## src/rtl/core/ecnfa_pkg.sv

```systemverilog
// Shared types, constants and command/status structs for the ECN fraction alpha estimator.
`default_nettype none

package ecnfa_pkg;

    localparam int SEQ_W       = 32;
    localparam int ALPHA_W     = 11;
    localparam int MSS_W       = 16;
    localparam int SHIFT_W     = 4;
    localparam int LOSS_TH_W   = 31;
    localparam int CFG_IDX_W   = 2;
    localparam int CFG_DATA_W  = 32;
    localparam int SHIFT_MAX   = 10;
    localparam int QUO_W       = SHIFT_MAX + 1;
    localparam int NUM_W       = SEQ_W + SHIFT_MAX;
    localparam int PROD_W      = SEQ_W + ALPHA_W;
    localparam int DIV_CNT_W   = 4;

    localparam logic [ALPHA_W-1:0]   ALPHA_MAX      = ALPHA_W'(1024);
    localparam logic [SHIFT_W-1:0]   GAIN_SHIFT_RST = SHIFT_W'(4);
    localparam logic [SHIFT_W-1:0]   GAIN_SHIFT_LIM = SHIFT_W'(SHIFT_MAX);
    localparam logic [SEQ_W-1:0]     THRESH_MIN     = SEQ_W'(2);
    localparam logic [DIV_CNT_W-1:0] DIV_LAST_BIT   = DIV_CNT_W'(QUO_W - 1);

    // Configuration register indexes.
    localparam logic [CFG_IDX_W-1:0] CFG_GAIN_SHIFT     = 2'd0;
    localparam logic [CFG_IDX_W-1:0] CFG_INITIAL_ALPHA  = 2'd1;
    localparam logic [CFG_IDX_W-1:0] CFG_CLAMP_ON_LOSS  = 2'd2;
    localparam logic [CFG_IDX_W-1:0] CFG_START_SEQUENCE = 2'd3;

    typedef struct packed {
        logic [SEQ_W-1:0] acked_seq;
        logic [SEQ_W-1:0] send_next_seq;
        logic [MSS_W-1:0] segment_size;
        logic             echo_marked;
        logic             window_update_only;
        logic [SEQ_W-1:0] congestion_window;
        logic             loss_entered;
    } ecnfa_in_t;

    typedef struct packed {
        logic [ALPHA_W-1:0]   alpha_out;
        logic                 window_closed;
        logic [SEQ_W-1:0]     ecn_threshold;
        logic [LOSS_TH_W-1:0] loss_threshold;
    } ecnfa_out_t;

    typedef enum logic [2:0] {
        ST_IDLE,
        ST_COUNT,
        ST_DECAY,
        ST_DIV,
        ST_ACCUM,
        ST_LOSS,
        ST_MULT,
        ST_FINISH
    } ecnfa_state_t;

    typedef struct packed {
        logic load;
        logic count;
        logic decay;
        logic div_step;
        logic accum;
        logic loss;
        logic mult;
        logic finish;
    } ecnfa_cmd_t;

    typedef struct packed {
        logic closed;
        logic go_div;
        logic div_last;
        logic out_free;
    } ecnfa_status_t;

endpackage

`default_nettype wire

```

## src/rtl/core/ecn_fraction_alpha_estimator_core.sv

```systemverilog
// Top level of the ECN marked-fraction (alpha) estimator: controller plus datapath.
// A transaction passes through count, loss clamp, multiply and finish when the ACK does not
// close an observation window; decay and accumulation are added when it closes one without a
// division, and decay, the serial divider and accumulation when the marked share is divided.
// A full output register stalls the finish state. A new transaction is taken only once the last
// has returned to idle; the restoring divider, one quotient bit per cycle, is the longest path.
// Reset (aresetn low, synchronous) loads the register defaults, alpha 1024 and empty counters.
`default_nettype none

module ecn_fraction_alpha_estimator_core (
    input  wire logic                                 aclk,
    input  wire logic                                 aresetn,
    input  wire logic                                 s_valid,
    output logic                                      s_ready,
    input  wire ecnfa_pkg::ecnfa_in_t                 s_data,
    output logic                                      m_valid,
    input  wire logic                                 m_ready,
    output ecnfa_pkg::ecnfa_out_t                     m_data,
    input  wire logic                                 cfg_wr_en,
    input  wire logic [ecnfa_pkg::CFG_IDX_W-1:0]      cfg_index,
    input  wire logic [ecnfa_pkg::CFG_DATA_W-1:0]     cfg_wr_data
);

    // The controller walks each transaction through counting, window close (decay, division,
    // accumulation), the loss clamp, the threshold multiply and the final threshold compare.
    // It accepts a new transaction only from its idle state, so one ACK is in flight at a time.
    ecnfa_pkg::ecnfa_cmd_t    cmd;
    ecnfa_pkg::ecnfa_status_t status;

    ecnfa_ctrl u_ctrl (
        .aclk    (aclk),
        .aresetn (aresetn),
        .s_valid (s_valid),
        .s_ready (s_ready),
        .status  (status),
        .cmd     (cmd)
    );

    // The datapath holds the configuration, the alpha estimate, the sequence tracking and the
    // byte counters. Results sit in an output register, so the next transaction can be taken
    // while a finished result still waits for the consumer.
    ecnfa_datapath u_datapath (
        .aclk        (aclk),
        .aresetn     (aresetn),
        .cmd         (cmd),
        .status      (status),
        .cfg_wr_en   (cfg_wr_en),
        .cfg_index   (cfg_index),
        .cfg_wr_data (cfg_wr_data),
        .s_data      (s_data),
        .m_valid     (m_valid),
        .m_ready     (m_ready),
        .m_data      (m_data)
    );

endmodule

`default_nettype wire

```

## src/rtl/core/ecnfa_ctrl.sv

```systemverilog
// Controller state machine that sequences one ACK transaction through the datapath.
`default_nettype none

module ecnfa_ctrl (
    input  wire logic                     aclk,
    input  wire logic                     aresetn,
    input  wire logic                     s_valid,
    output logic                          s_ready,
    input  wire ecnfa_pkg::ecnfa_status_t status,
    output ecnfa_pkg::ecnfa_cmd_t         cmd
);

    ecnfa_pkg::ecnfa_state_t state_reg;
    ecnfa_pkg::ecnfa_state_t state_next;

    always_ff @(posedge aclk) begin
        if (!aresetn) begin
            state_reg <= ecnfa_pkg::ST_IDLE;
        end else begin
            state_reg <= state_next;
        end
    end

    always_comb begin
        state_next = state_reg;
        unique case (state_reg)
            ecnfa_pkg::ST_IDLE: begin
                if (s_valid) begin
                    state_next = ecnfa_pkg::ST_COUNT;
                end
            end
            ecnfa_pkg::ST_COUNT: begin
                state_next = status.closed ? ecnfa_pkg::ST_DECAY : ecnfa_pkg::ST_LOSS;
            end
            ecnfa_pkg::ST_DECAY: begin
                state_next = status.go_div ? ecnfa_pkg::ST_DIV : ecnfa_pkg::ST_ACCUM;
            end
            ecnfa_pkg::ST_DIV: begin
                if (status.div_last) begin
                    state_next = ecnfa_pkg::ST_ACCUM;
                end
            end
            ecnfa_pkg::ST_ACCUM:  state_next = ecnfa_pkg::ST_LOSS;
            ecnfa_pkg::ST_LOSS:   state_next = ecnfa_pkg::ST_MULT;
            ecnfa_pkg::ST_MULT:   state_next = ecnfa_pkg::ST_FINISH;
            ecnfa_pkg::ST_FINISH: begin
                if (status.out_free) begin
                    state_next = ecnfa_pkg::ST_IDLE;
                end
            end
            default: state_next = ecnfa_pkg::ST_IDLE;
        endcase
    end

    always_comb begin
        cmd     = '0;
        s_ready = 1'b0;
        unique case (state_reg)
            ecnfa_pkg::ST_IDLE: begin
                s_ready  = 1'b1;
                cmd.load = s_valid;
            end
            ecnfa_pkg::ST_COUNT:  cmd.count    = 1'b1;
            ecnfa_pkg::ST_DECAY:  cmd.decay    = 1'b1;
            ecnfa_pkg::ST_DIV:    cmd.div_step = 1'b1;
            ecnfa_pkg::ST_ACCUM:  cmd.accum    = 1'b1;
            ecnfa_pkg::ST_LOSS:   cmd.loss     = 1'b1;
            ecnfa_pkg::ST_MULT:   cmd.mult     = 1'b1;
            ecnfa_pkg::ST_FINISH: cmd.finish   = status.out_free;
            default: begin
                cmd     = '0;
                s_ready = 1'b0;
            end
        endcase
    end

endmodule

`default_nettype wire

```

## src/rtl/core/ecnfa_datapath.sv

```systemverilog
// Datapath: estimator state, byte counters, serial divider, threshold multiplier, output register.
`default_nettype none

module ecnfa_datapath (
    input  wire logic                                         aclk,
    input  wire logic                                         aresetn,
    input  wire ecnfa_pkg::ecnfa_cmd_t                        cmd,
    output ecnfa_pkg::ecnfa_status_t                          status,
    input  wire logic                                         cfg_wr_en,
    input  wire logic [ecnfa_pkg::CFG_IDX_W-1:0]              cfg_index,
    input  wire logic [ecnfa_pkg::CFG_DATA_W-1:0]             cfg_wr_data,
    input  wire ecnfa_pkg::ecnfa_in_t                         s_data,
    output logic                                              m_valid,
    input  wire logic                                         m_ready,
    output ecnfa_pkg::ecnfa_out_t                             m_data
);

    localparam int SEQ_W   = ecnfa_pkg::SEQ_W;
    localparam int ALPHA_W = ecnfa_pkg::ALPHA_W;
    localparam int NUM_W   = ecnfa_pkg::NUM_W;
    localparam int PROD_W  = ecnfa_pkg::PROD_W;
    localparam int QUO_W   = ecnfa_pkg::QUO_W;

    // Configuration and estimator state.
    logic [ecnfa_pkg::SHIFT_W-1:0]   gain_shift_reg, gain_shift_next;
    logic                            clamp_reg, clamp_next;
    logic [ALPHA_W-1:0]              alpha_reg, alpha_next;
    logic [SEQ_W-1:0]                last_acked_reg, last_acked_next;
    logic [SEQ_W-1:0]                window_end_reg, window_end_next;
    logic [SEQ_W-1:0]                total_reg, total_next;
    logic [SEQ_W-1:0]                marked_reg, marked_next;

    // Per-transaction working registers.
    ecnfa_pkg::ecnfa_in_t            in_reg, in_next;
    logic                            closed_reg, closed_next;
    logic [ALPHA_W-1:0]              awork_reg, awork_next;
    logic                            share_reg, share_next;
    logic                            sat_reg, sat_next;
    logic [NUM_W-1:0]                rem_reg, rem_next;
    logic [NUM_W-1:0]                dsh_reg, dsh_next;
    logic [QUO_W-1:0]                quo_reg, quo_next;
    logic [ecnfa_pkg::DIV_CNT_W-1:0] cnt_reg, cnt_next;
    logic [PROD_W-1:0]               prod_reg, prod_next;
    ecnfa_pkg::ecnfa_out_t           out_reg, out_next;
    logic                            m_valid_reg, m_valid_next;

    // Combinational helpers.
    logic [SEQ_W-1:0]                acked_raw;
    logic [SEQ_W-1:0]                acked;
    logic [SEQ_W-1:0]                win_span;
    logic [ecnfa_pkg::SHIFT_W-1:0]   g_eff;
    logic [ALPHA_W-1:0]              dec_raw;
    logic [ALPHA_W-1:0]              dec;
    logic [NUM_W-1:0]                num;
    logic [SEQ_W-1:0]                den;
    logic                            sat_now;
    logic                            rem_ge;
    logic [ALPHA_W:0]                alpha_sum;
    logic [SEQ_W-1:0]                red;
    logic [SEQ_W-1:0]                ecn_diff;
    logic [ecnfa_pkg::LOSS_TH_W-1:0] half_cwnd;
    logic [ALPHA_W-1:0]              cfg_alpha;

    always_comb begin
        acked_raw = in_reg.acked_seq - last_acked_reg;
        if (acked_raw == '0 && !in_reg.window_update_only) begin
            acked = SEQ_W'(in_reg.segment_size);
        end else begin
            acked = acked_raw;
        end
        win_span = in_reg.acked_seq - window_end_reg;

        g_eff   = (gain_shift_reg > ecnfa_pkg::GAIN_SHIFT_LIM) ? ecnfa_pkg::GAIN_SHIFT_LIM
                                                               : gain_shift_reg;
        dec_raw = alpha_reg >> g_eff;
        dec     = (dec_raw == '0) ? alpha_reg : dec_raw;
        num     = NUM_W'(marked_reg) << (ecnfa_pkg::GAIN_SHIFT_LIM - g_eff);
        den     = (total_reg == '0) ? SEQ_W'(1) : total_reg;
        // A share of 2048 or more saturates alpha whatever the decayed value is.
        sat_now = {1'b0, num} >= ((NUM_W + 1)'(den) << QUO_W);
        rem_ge  = rem_reg >= dsh_reg;

        alpha_sum = {1'b0, awork_reg} + {1'b0, quo_reg};

        red       = prod_reg[PROD_W-1:ALPHA_W];
        ecn_diff  = in_reg.congestion_window - red;
        half_cwnd = in_reg.congestion_window[SEQ_W-1:1];

        cfg_alpha = (cfg_wr_data[ALPHA_W-1:0] > ecnfa_pkg::ALPHA_MAX) ? ecnfa_pkg::ALPHA_MAX
                                                                       : cfg_wr_data[ALPHA_W-1:0];
    end

    always_comb begin
        status.closed   = ~win_span[SEQ_W-1];
        status.go_div   = (marked_reg != '0) && !sat_now;
        status.div_last = (cnt_reg == '0);
        status.out_free = !m_valid_reg || m_ready;
    end

    always_comb begin
        gain_shift_next = gain_shift_reg;
        clamp_next      = clamp_reg;
        alpha_next      = alpha_reg;
        last_acked_next = last_acked_reg;
        window_end_next = window_end_reg;
        total_next      = total_reg;
        marked_next     = marked_reg;
        in_next         = in_reg;
        closed_next     = closed_reg;
        awork_next      = awork_reg;
        share_next      = share_reg;
        sat_next        = sat_reg;
        rem_next        = rem_reg;
        dsh_next        = dsh_reg;
        quo_next        = quo_reg;
        cnt_next        = cnt_reg;
        prod_next       = prod_reg;
        out_next        = out_reg;
        m_valid_next    = m_valid_reg && !m_ready;

        if (cfg_wr_en) begin
            unique case (cfg_index)
                ecnfa_pkg::CFG_GAIN_SHIFT:
                    gain_shift_next = cfg_wr_data[ecnfa_pkg::SHIFT_W-1:0];
                ecnfa_pkg::CFG_INITIAL_ALPHA:
                    alpha_next = cfg_alpha;
                ecnfa_pkg::CFG_CLAMP_ON_LOSS:
                    clamp_next = cfg_wr_data[0];
                ecnfa_pkg::CFG_START_SEQUENCE: begin
                    last_acked_next = cfg_wr_data[SEQ_W-1:0];
                    window_end_next = cfg_wr_data[SEQ_W-1:0];
                end
                default: ;
            endcase
        end

        if (cmd.load) begin
            in_next = s_data;
        end

        if (cmd.count) begin
            closed_next = status.closed;
            if (acked != '0) begin
                total_next      = total_reg + acked;
                last_acked_next = in_reg.acked_seq;
                if (in_reg.echo_marked) begin
                    marked_next = marked_reg + acked;
                end
            end
        end

        if (cmd.decay) begin
            awork_next      = alpha_reg - dec;
            share_next      = (marked_reg != '0);
            sat_next        = sat_now;
            rem_next        = num;
            dsh_next        = NUM_W'(den) << ecnfa_pkg::SHIFT_MAX;
            quo_next        = '0;
            cnt_next        = ecnfa_pkg::DIV_LAST_BIT;
            window_end_next = in_reg.send_next_seq;
            total_next      = '0;
            marked_next     = '0;
        end

        // Restoring division, one quotient bit per cycle, most significant first.
        if (cmd.div_step) begin
            if (rem_ge) begin
                rem_next = rem_reg - dsh_reg;
            end
            quo_next = {quo_reg[QUO_W-2:0], rem_ge};
            dsh_next = dsh_reg >> 1;
            cnt_next = cnt_reg - 1'b1;
        end

        if (cmd.accum) begin
            if (!share_reg) begin
                alpha_next = awork_reg;
            end else if (sat_reg || alpha_sum > {1'b0, ecnfa_pkg::ALPHA_MAX}) begin
                alpha_next = ecnfa_pkg::ALPHA_MAX;
            end else begin
                alpha_next = alpha_sum[ALPHA_W-1:0];
            end
        end

        if (cmd.loss && clamp_reg && in_reg.loss_entered) begin
            alpha_next = ecnfa_pkg::ALPHA_MAX;
        end

        if (cmd.mult) begin
            prod_next = PROD_W'(in_reg.congestion_window) * PROD_W'(alpha_reg);
        end

        if (cmd.finish) begin
            out_next.alpha_out     = alpha_reg;
            out_next.window_closed = closed_reg;
            if (red >= in_reg.congestion_window || ecn_diff < ecnfa_pkg::THRESH_MIN) begin
                out_next.ecn_threshold = ecnfa_pkg::THRESH_MIN;
            end else begin
                out_next.ecn_threshold = ecn_diff;
            end
            if (half_cwnd < ecnfa_pkg::LOSS_TH_W'(ecnfa_pkg::THRESH_MIN)) begin
                out_next.loss_threshold = ecnfa_pkg::LOSS_TH_W'(ecnfa_pkg::THRESH_MIN);
            end else begin
                out_next.loss_threshold = half_cwnd;
            end
            m_valid_next = 1'b1;
        end
    end

    always_ff @(posedge aclk) begin
        if (!aresetn) begin
            gain_shift_reg <= ecnfa_pkg::GAIN_SHIFT_RST;
            clamp_reg      <= 1'b0;
            alpha_reg      <= ecnfa_pkg::ALPHA_MAX;
            last_acked_reg <= '0;
            window_end_reg <= '0;
            total_reg      <= '0;
            marked_reg     <= '0;
            m_valid_reg    <= 1'b0;
        end else begin
            gain_shift_reg <= gain_shift_next;
            clamp_reg      <= clamp_next;
            alpha_reg      <= alpha_next;
            last_acked_reg <= last_acked_next;
            window_end_reg <= window_end_next;
            total_reg      <= total_next;
            marked_reg     <= marked_next;
            m_valid_reg    <= m_valid_next;
        end
    end

    always_ff @(posedge aclk) begin
        in_reg     <= in_next;
        closed_reg <= closed_next;
        awork_reg  <= awork_next;
        share_reg  <= share_next;
        sat_reg    <= sat_next;
        rem_reg    <= rem_next;
        dsh_reg    <= dsh_next;
        quo_reg    <= quo_next;
        cnt_reg    <= cnt_next;
        prod_reg   <= prod_next;
        out_reg    <= out_next;
    end

    assign m_valid = m_valid_reg;
    assign m_data  = out_reg;

    // Alpha stays within its full-scale value.
    a_alpha_range: assert property (@(posedge aclk) disable iff (!aresetn)
        alpha_reg <= ecnfa_pkg::ALPHA_MAX)
        else $error("alpha above full scale");

    // The controller only loads the output register when it is free.
    a_finish_free: assert property (@(posedge aclk) disable iff (!aresetn)
        cmd.finish |-> (!m_valid_reg || m_ready))
        else $error("result overwritten before it was taken");

    // Restoring division invariant: the partial remainder is below twice the divisor step.
    a_div_bound: assert property (@(posedge aclk) disable iff (!aresetn)
        cmd.div_step |-> ({1'b0, rem_reg} < {dsh_reg, 1'b0}))
        else $error("divider remainder out of range");

    // Counters are empty after a window closes.
    a_window_clear: assert property (@(posedge aclk) disable iff (!aresetn)
        cmd.decay |=> (total_reg == '0 && marked_reg == '0))
        else $error("counters not cleared at window end");

endmodule

`default_nettype wire
```

## config.mk

```make
export PLATFORM = sky130hd
export DESIGN_NAME = ecn_fraction_alpha_estimator_core
export DESIGN_NICKNAME = d
export VERILOG_FILES = /design/src/rtl/core/ecnfa_pkg.sv /design/src/rtl/core/ecn_fraction_alpha_estimator_core.sv /design/src/rtl/core/ecnfa_ctrl.sv /design/src/rtl/core/ecnfa_datapath.sv
export SDC_FILE = /design/constraint.sdc
export NUM_CORES = 2
export LEC_CHECK = 0
export BUFFER_PORTS_ARGS = -buffer_cell sky130_fd_sc_hd__buf_2
export CAP_MARGIN = 20
export CORE_ASPECT_RATIO = 1.4
export CORE_MARGIN = 2
export CORE_UTILIZATION = 45
export DETAILED_ROUTE_END_ITERATION = 7
export HOLD_SLACK_MARGIN = 0.03
export PLACE_DENSITY_LB_ADDON = 0.12
export SLEW_MARGIN = 40
export SYNTH_ARGS = -nofsm -noshare
export SYNTH_HDL_FRONTEND = slang
export SYNTH_SLANG_ARGS = --single-unit
```

## constraint.sdc

```tcl
create_clock -name aclk -period 18.5 [get_ports aclk]
set_clock_uncertainty 0.05 [all_clocks]
set_input_delay 0.925 -clock aclk [delete_from_list [all_inputs] [get_ports aclk]]
set_output_delay 0.925 -clock aclk [all_outputs]
set_load 0.01 [all_outputs]
```

After elaboration in Yosys (flattened, before gate mapping)
Cells that the tools add are included.
W data, S select, Z words.
{ "classes": {"n_eq_ne": 13, "mul": 1, "order_cmp": 8, "n_shift": 2, "add_sub_neg": 10, "n_bitwise": 2, "muxes": 42, "n_div": 0, "reduce_logical": 34} }
{ "ops": {"columns": ["operator", "n"], "rows": [
  ["$mux W32", 9],
  ["$mux W42", 3],
  ["$mux W11", 9],
  ["$sub A32 B32 Y32", 3],
  ["$mux W41", 2],
  ["$add A32 B32 Y32", 2],
  ["$logic_not A32 Y1", 2],
  ["$reduce_bool A32 Y1", 2],
  ["$ge A42 B43 Y1", 1],
  ["$mul A32 B11 Y43", 1],
  ["$ge A42 B42 Y1", 1],
  ["$shl A32 B4 Y42", 1],
  ["$sub A42 B42 Y42", 1],
  ["$ge A32 B32 Y1", 1],
  ["$lt A32 B2 Y1 const B", 1],
  ["$lt A31 B2 Y1 const B", 1],
  ["$pmux W3 S8", 1],
  ["$mux W3", 5],
  ["$add A11 B11 Y12", 1],
  ["$eq A3 B3 Y1 const B", 4],
  ["$gt A12 B11 Y1 const B", 1],
  ["$mux W4", 3],
  ["$gt A11 B11 Y1 const B", 1],
  ["$logic_not A11 Y1", 1],
  ["23 further kinds", 55]
]} }
{ "totals": {"register_bits": 494, "ramBits": 0, "latchBits": 0, "n_memories": 0, "input_bits": 154, "romBits": 0, "output_inout_bits": 77, "elab_cells": 142} }

Depth between registers and ports, before layout
{ "logic_depth": {"depth_word": 9, "depth_mapped": 36, "depth_no_buf": 34} }

By module
Synthesis repeated with hierarchy kept, for this count alone.
{ "hier_totals": {"hier_cells": 4463, "area_unflattened_um2": 40940.5} }
{ "modules_own_cells": {"columns": ["module", "area_per_inst_um2", "cells_per_inst", "instances", "seq_area_each_um2"], "rows": [
  ["ecnfa_datapath", 40671.5, 4428, 1, 12532.0],
  ["ecnfa_ctrl", 269.0, 35, 1, 60.1]
]} }

Worst setup path after synthesis
Ideal clock, no wire load.
{ "synth_timing": {"kind": "flip-flop to flip-flop", "startpoint": "reg u_datapath.in_reg[83] (netlist bit)", "endpoint": "reg u_datapath.total_reg[24]", "t_required_ps": 18385, "arrival_time_ps": 8078, "path_slack_ps": 10307, "n_path_buf": 1, "synth_period_minus_slack_ps": 8193, "setup_ps": 65, "path_stages_with_launch": 36, "cell_sequence": "edfxtp_1 inv_1 ha_1 fa_1 nor2b_4 o31a_1 o211ai_2 a31oi_1 or4_4 and3_1 a311o_1 a31o_1 a211o_1 a2111oi_4 nand4bb_2 nor2_1 buf_2 mux2i_1 ha_1 inv_1 fa_1 nor2b_1 o21a_1 o21ai_0 a2111oi_0 o21ai_0 a21boi_0 o2111ai_1 a31oi_1 o31ai_1 maj3_1 o21ba_2 or4_1 a31oi_1 a21oi_1 nor2_1"} }
{ "synth_between": {"elab_chain_cells": 6, "word_cells_on_any_way": 7, "cone_classes": "add/sub: 2; mux: 1; reduce/logical: 4"} }
{ "synth_rtl": {"columns": ["element", "line_no", "rtl"], "rows": [
  ["start: declaration", "ecnfa_datapath.sv:34", "ecnfa_pkg::ecnfa_in_t in_reg, in_next;"],
  ["start signal: assignment", "ecnfa_datapath.sv:233", "in_reg <= in_next;"],
  ["$sub A32 B32 Y32 *", "ecnfa_datapath.sv:65", "acked_raw = in_reg.acked_seq - last_acked_reg;"],
  ["$logic_not A32 Y1", "ecnfa_datapath.sv:66", "if (acked_raw == '0 && !in_reg.window_update_only) begin"],
  ["$logic_and A1 B1 Y1", "ecnfa_datapath.sv:66", null],
  ["$mux W32 *", "ecnfa_datapath.sv:66", null],
  ["branches (longest 2 deep; another with $add A32 B32 Y32)", null, null],
  ["end signal: assignment", "ecnfa_datapath.sv:226", "total_reg <= total_next;"],
  ["end: declaration", "ecnfa_datapath.sv:30", "logic [SEQ_W-1:0] total_reg, total_next;"]
]} }
Mark *: on every way between the ends.
A chain may end at the register's enable or synchronous reset.

Worst setup path after layout
Same ends and word-level chain as after synthesis.

==> out/results.txt <==
The run finished with clean final reports. The worst endpoint required time is 19.06 ns. Of all flip-flops after synthesis, the portion carrying an async set or reset was 0%. In the routed design, unresolved DRC markers number 0. The number of flip-flops under the largest register name came out at 84. The synthesized design contains 483 register bits. After detailed placement, the total cell area comes to 0.0433 sq mm. After legalization and detailed placement, the total HPWL measured 93200 microns.

The run gives 49.8% as the end-of-flow core utilization. The detail route stage leaves a number of antenna-violating nets equal to 0. For this run, the total global-route usage over all layers was measured as 25.9%.

The cell count of the worst reg-to-reg path works out to 35. From synthesis to final layout, the design area changed by 10.0%. The start point of the worst min-delay path was s_data[68].

The congestion estimate from routability-driven global placement came to 0.942. After synthesis, the largest area contributor takes up 21.3% of total cell area. The worst-case IR drop observed on VDD is 0.000145 V. The path class of the tightest hold or removal check is in -> reg.

CTS built an H-tree with a depth of 2. Per report_power, the sequential group accounts for 19.9% of the total. The routed design could run at a clock period as short as 9.26 ns. The tools report the area of all placed cells without fillers as 0.0452 sq mm. nand2_1 is the most common cell in the netlist. The final cycle utilization of the critical path is 50.1%. The total CTS buffers was 54; the area of the core region was 0.0908 sq mm.

After routing, the total negative slack on setup checks comes to 0 ns. The number of clock sinks seen by CTS is 483. Post-detailed-route wirelength per cell: 20.6 microns.

The tools report the endpoint with the worst hold slack as u_datapath.in_reg[68]$_DFFE_PP_. The iteration-0 DRC count of the detailed router was 2044. The remaining global-route overflow was 0; the count of buffers added by post-CTS timing repair for setup was 0. The starting density of the core is 45.2%. The via-per-instance ratio works out to 5.60. The slowest stage of the critical path is the or4_1 cell.

The design internal power was 0.00498 W; the delay of the slowest cell on the worst path was 0.49 ns. The launch instance of the worst register-to-register path was u_datapath.in_reg[83]$_DFFE_PP_. Dividing the synthesized area by the synthesized cell count gives 9.02 sq um. The final standard cell count with taps included and fillers excluded was 5896; the sum of routed wire length over all layers was 121000 microns.

The tools report the die area as 0.0937 sq mm. The first detailed-routing pass ran for 6 iterations. Setup violations remaining at the end of the flow were counted as 0. The worst register-to-register path ends at u_datapath.total_reg[24]$_SDFFE_PP0N_.

The run gives 30.7% as the register area share after synthesis. The worst setup path is of the reg -> reg kind. The sort of element at the start of the critical path was a flip-flop.

TritonCTS built the clock tree. The tools report the via count of the first global-routing pass as 33621. Gates resized during post-CTS repair numbered 0. STA classifies the critical path endpoint as a flip-flop. In this run the power density over the cells is 215 mW/mm^2.

Data arrives at the worst endpoint at 9.82 ns. The number of enable flip-flop cells after synthesis works out to 292. The tools report the cell at the root of the clock tree as clkbuf_16. The combinational fraction of design power was 68.1%. Summed over all nets, the switching power comes to 0.00475 W. The quantity of hold-fixing buffers added after cts is 0, and the transition time at the pin with the least slew margin is 0.875 ns.

The number of antenna diodes in the final layout is 0. The worst-case setup slack after placement came out at 9.34 ns. Setup repair after global routing left no endpoint under its margin. Yosys mapped the design onto 89 distinct sky130hd cell types. Count of final hold-check violations: 0. Entering global routing, the biggest net connects 68 pins.

The number of antenna violations at the first check in global routing is 0, and the proportion of power drawn by the clock network is 12.0%. The maximum fanout along the worst path is 16, and the register-to-register path setup slack is 9.24 ns. The proportion of total power due to net switching was 48.8%. The largest total area in the synthesized netlist belongs to edfxtp_1. Max-cap violations in this run came to 0. The tools report the total count of max-transition violations in the final report as 0. The number of instances on the worst hold path came out at 1. During placement, the flow inserted port buffers numbering 230. Headroom to the max-slew limit came out at 41.6%. Yosys printed 0 warnings. By count the netlist is led by 538 x nand2_1, 528 x inv_1, 342 x a21oi_1, 318 x ha_1, 292 x edfxtp_1. For this run, the top clock speed supported by timing is 0.108 GHz.

The clock-pin slew reported for the worst setup and hold paths after clock tree synthesis was 0.07 ns. By area the synthesized netlist is led by edfxtp_1 21%, fa_1 13%, ha_1 9.7%, dfxtp_1 9.3%, nand2_1 4.9%. Counting every net in the synthesized netlist gives 5303. For the leakage dissipation, the log shows 20.2 nW. The cell that appears most often on the critical path is a31oi_1.

In this run the core area contains 131 standard-cell rows. The mapped netlist covers 0.0411 sq mm. Setup slack on the critical path of the routed design comes to 9.24 ns.

The logs give 5400 for the final layout net count and 3 for the clock tree buffer depth. In this run, placement finished with an instance count of 5794. Horizontal extent of the die: 259 microns. Among all flip-flop cells after synthesis, the most frequent one is edfxtp_1.

After technology mapping, the gate count stands at 4556. The post-route netlist has 8.90% of its cells at a drive strength greater than 1. Pin placement for this block handled 231 I/O pins. Across all layers, the routed design uses 33039 vias.

The first global-routing pass estimated 189000 microns of wire. The clock network latency to the later pin of the worst-skew pair was 0.67 ns; the die boundary height was 361 microns.
## power by group through the flow
stage / Sequential (W) / Combinational (W) / Clock (W)
final: 0.00194 / 0.00663 / 0.00117
after global routing: 0.00196 / 0.00751 / 0.00123
after CTS: 0.00193 / 0.00667 / 0.00119
after detailed placement: 0.00195 / 0.00661 / 0
after global placement: 0.00195 / 0.00655 / 0
after floorplan: 0.00177 / 0.00504 / 0
## area by class of cell
| type | count | area [sq um] |
|---|---|---|
| Inverter | 530 | 1990 |
| Clock buffer | 67 | 1480 |
| Fill cell | 8777 | 45600 |
| Multi-Input combinational cell | 3305 | 25600 |
| Clock inverter | 35 | 444 |
| Sequential cell | 483 | 12600 |
| Tap cell | 1197 | 1500 |
| Timing Repair Buffer | 279 | 1580 |
## metrics by stage
step           total power, W  hold WS (ns)
2_1_floorplan         0.00681         0.350
3_3_place_gp          0.00851         0.353
3_5_place_dp          0.00857         0.385
4_1_cts               0.00979         0.334
5_1_grt                0.0107         0.351
6_report              0.00973         0.372
## per-layer routing
metal | vias up | routed length [microns] | global-route usage (%)
met5 | - | 0 | 0
met4 | 0 | 5900 | 11.6
met3 | 277 | 4520 | 2.64
met2 | 790 | 64200 | 48.7
met1 | 16177 | 46800 | 29.2
li1 | 15795 | - | -
## layout by cell type (no fill, tap or decap), types with 108 or more instances in the layout
cell type / Yosys / final
ha_1: 318 / 318
a21oi_1: 342 / 341
edfxtp_1: 292 / 292
nor2_1: 258 / 256
a21o_1: 109 / 109
dfxtp_1: 191 / 191
mux2i_1: 138 / 138
fa_1: 275 / 275
and2_1: 173 / 171
xnor2_1: 109 / 108
buf_2: 7 / 230
inv_1: 528 / 528
o21ai_0: 208 / 208
nand2_1: 538 / 536
## cells by family (layout without fill, tap and decap cells)
family | count (synthesis) | in the layout | synth area share, %
simple gates | 1382 | 1382 | 16.1
compound gates | 1016 | 1016 | 15.8
fa+ha+maj | 597 | 597 | 23.2
mux | 141 | 141 | 3.47
flops | 483 | 483 | 30.7
buf+inv | 768 | 911 | 7.19
xor+xnor | 169 | 169 | 3.62
## worst max-delay path by stage
stage                                    start                               endpoint  slack, ns
2_1_floorplan  u_datapath.in_reg[83]$_DFFE_PP_  u_datapath.total_reg[24]$_SDFFE_PP0N_      10.31
3_5_place_dp   u_datapath.in_reg[83]$_DFFE_PP_  u_datapath.total_reg[24]$_SDFFE_PP0N_       9.34
6_report       u_datapath.in_reg[83]$_DFFE_PP_  u_datapath.total_reg[24]$_SDFFE_PP0N_       9.24
5_1_grt        u_datapath.in_reg[96]$_DFFE_PP_  u_datapath.total_reg[24]$_SDFFE_PP0N_       8.58
3_3_place_gp   u_datapath.in_reg[88]$_DFFE_PP_  u_datapath.total_reg[24]$_SDFFE_PP0N_       9.49
4_1_cts        u_datapath.in_reg[83]$_DFFE_PP_  u_datapath.total_reg[24]$_SDFFE_PP0N_       9.30
## critical path, delay by kind of cell, from the launching register on
kind | cells | cell delay (ns)
compound gates | 16 | 3.89
fa+ha+maj | 5 | 1.70
buf+inv | 3 | 0.37
flops | 1 | 0.37
mux | 1 | 0.26
simple gates | 10 | 2.54
(Power assumes the default switching activity.)
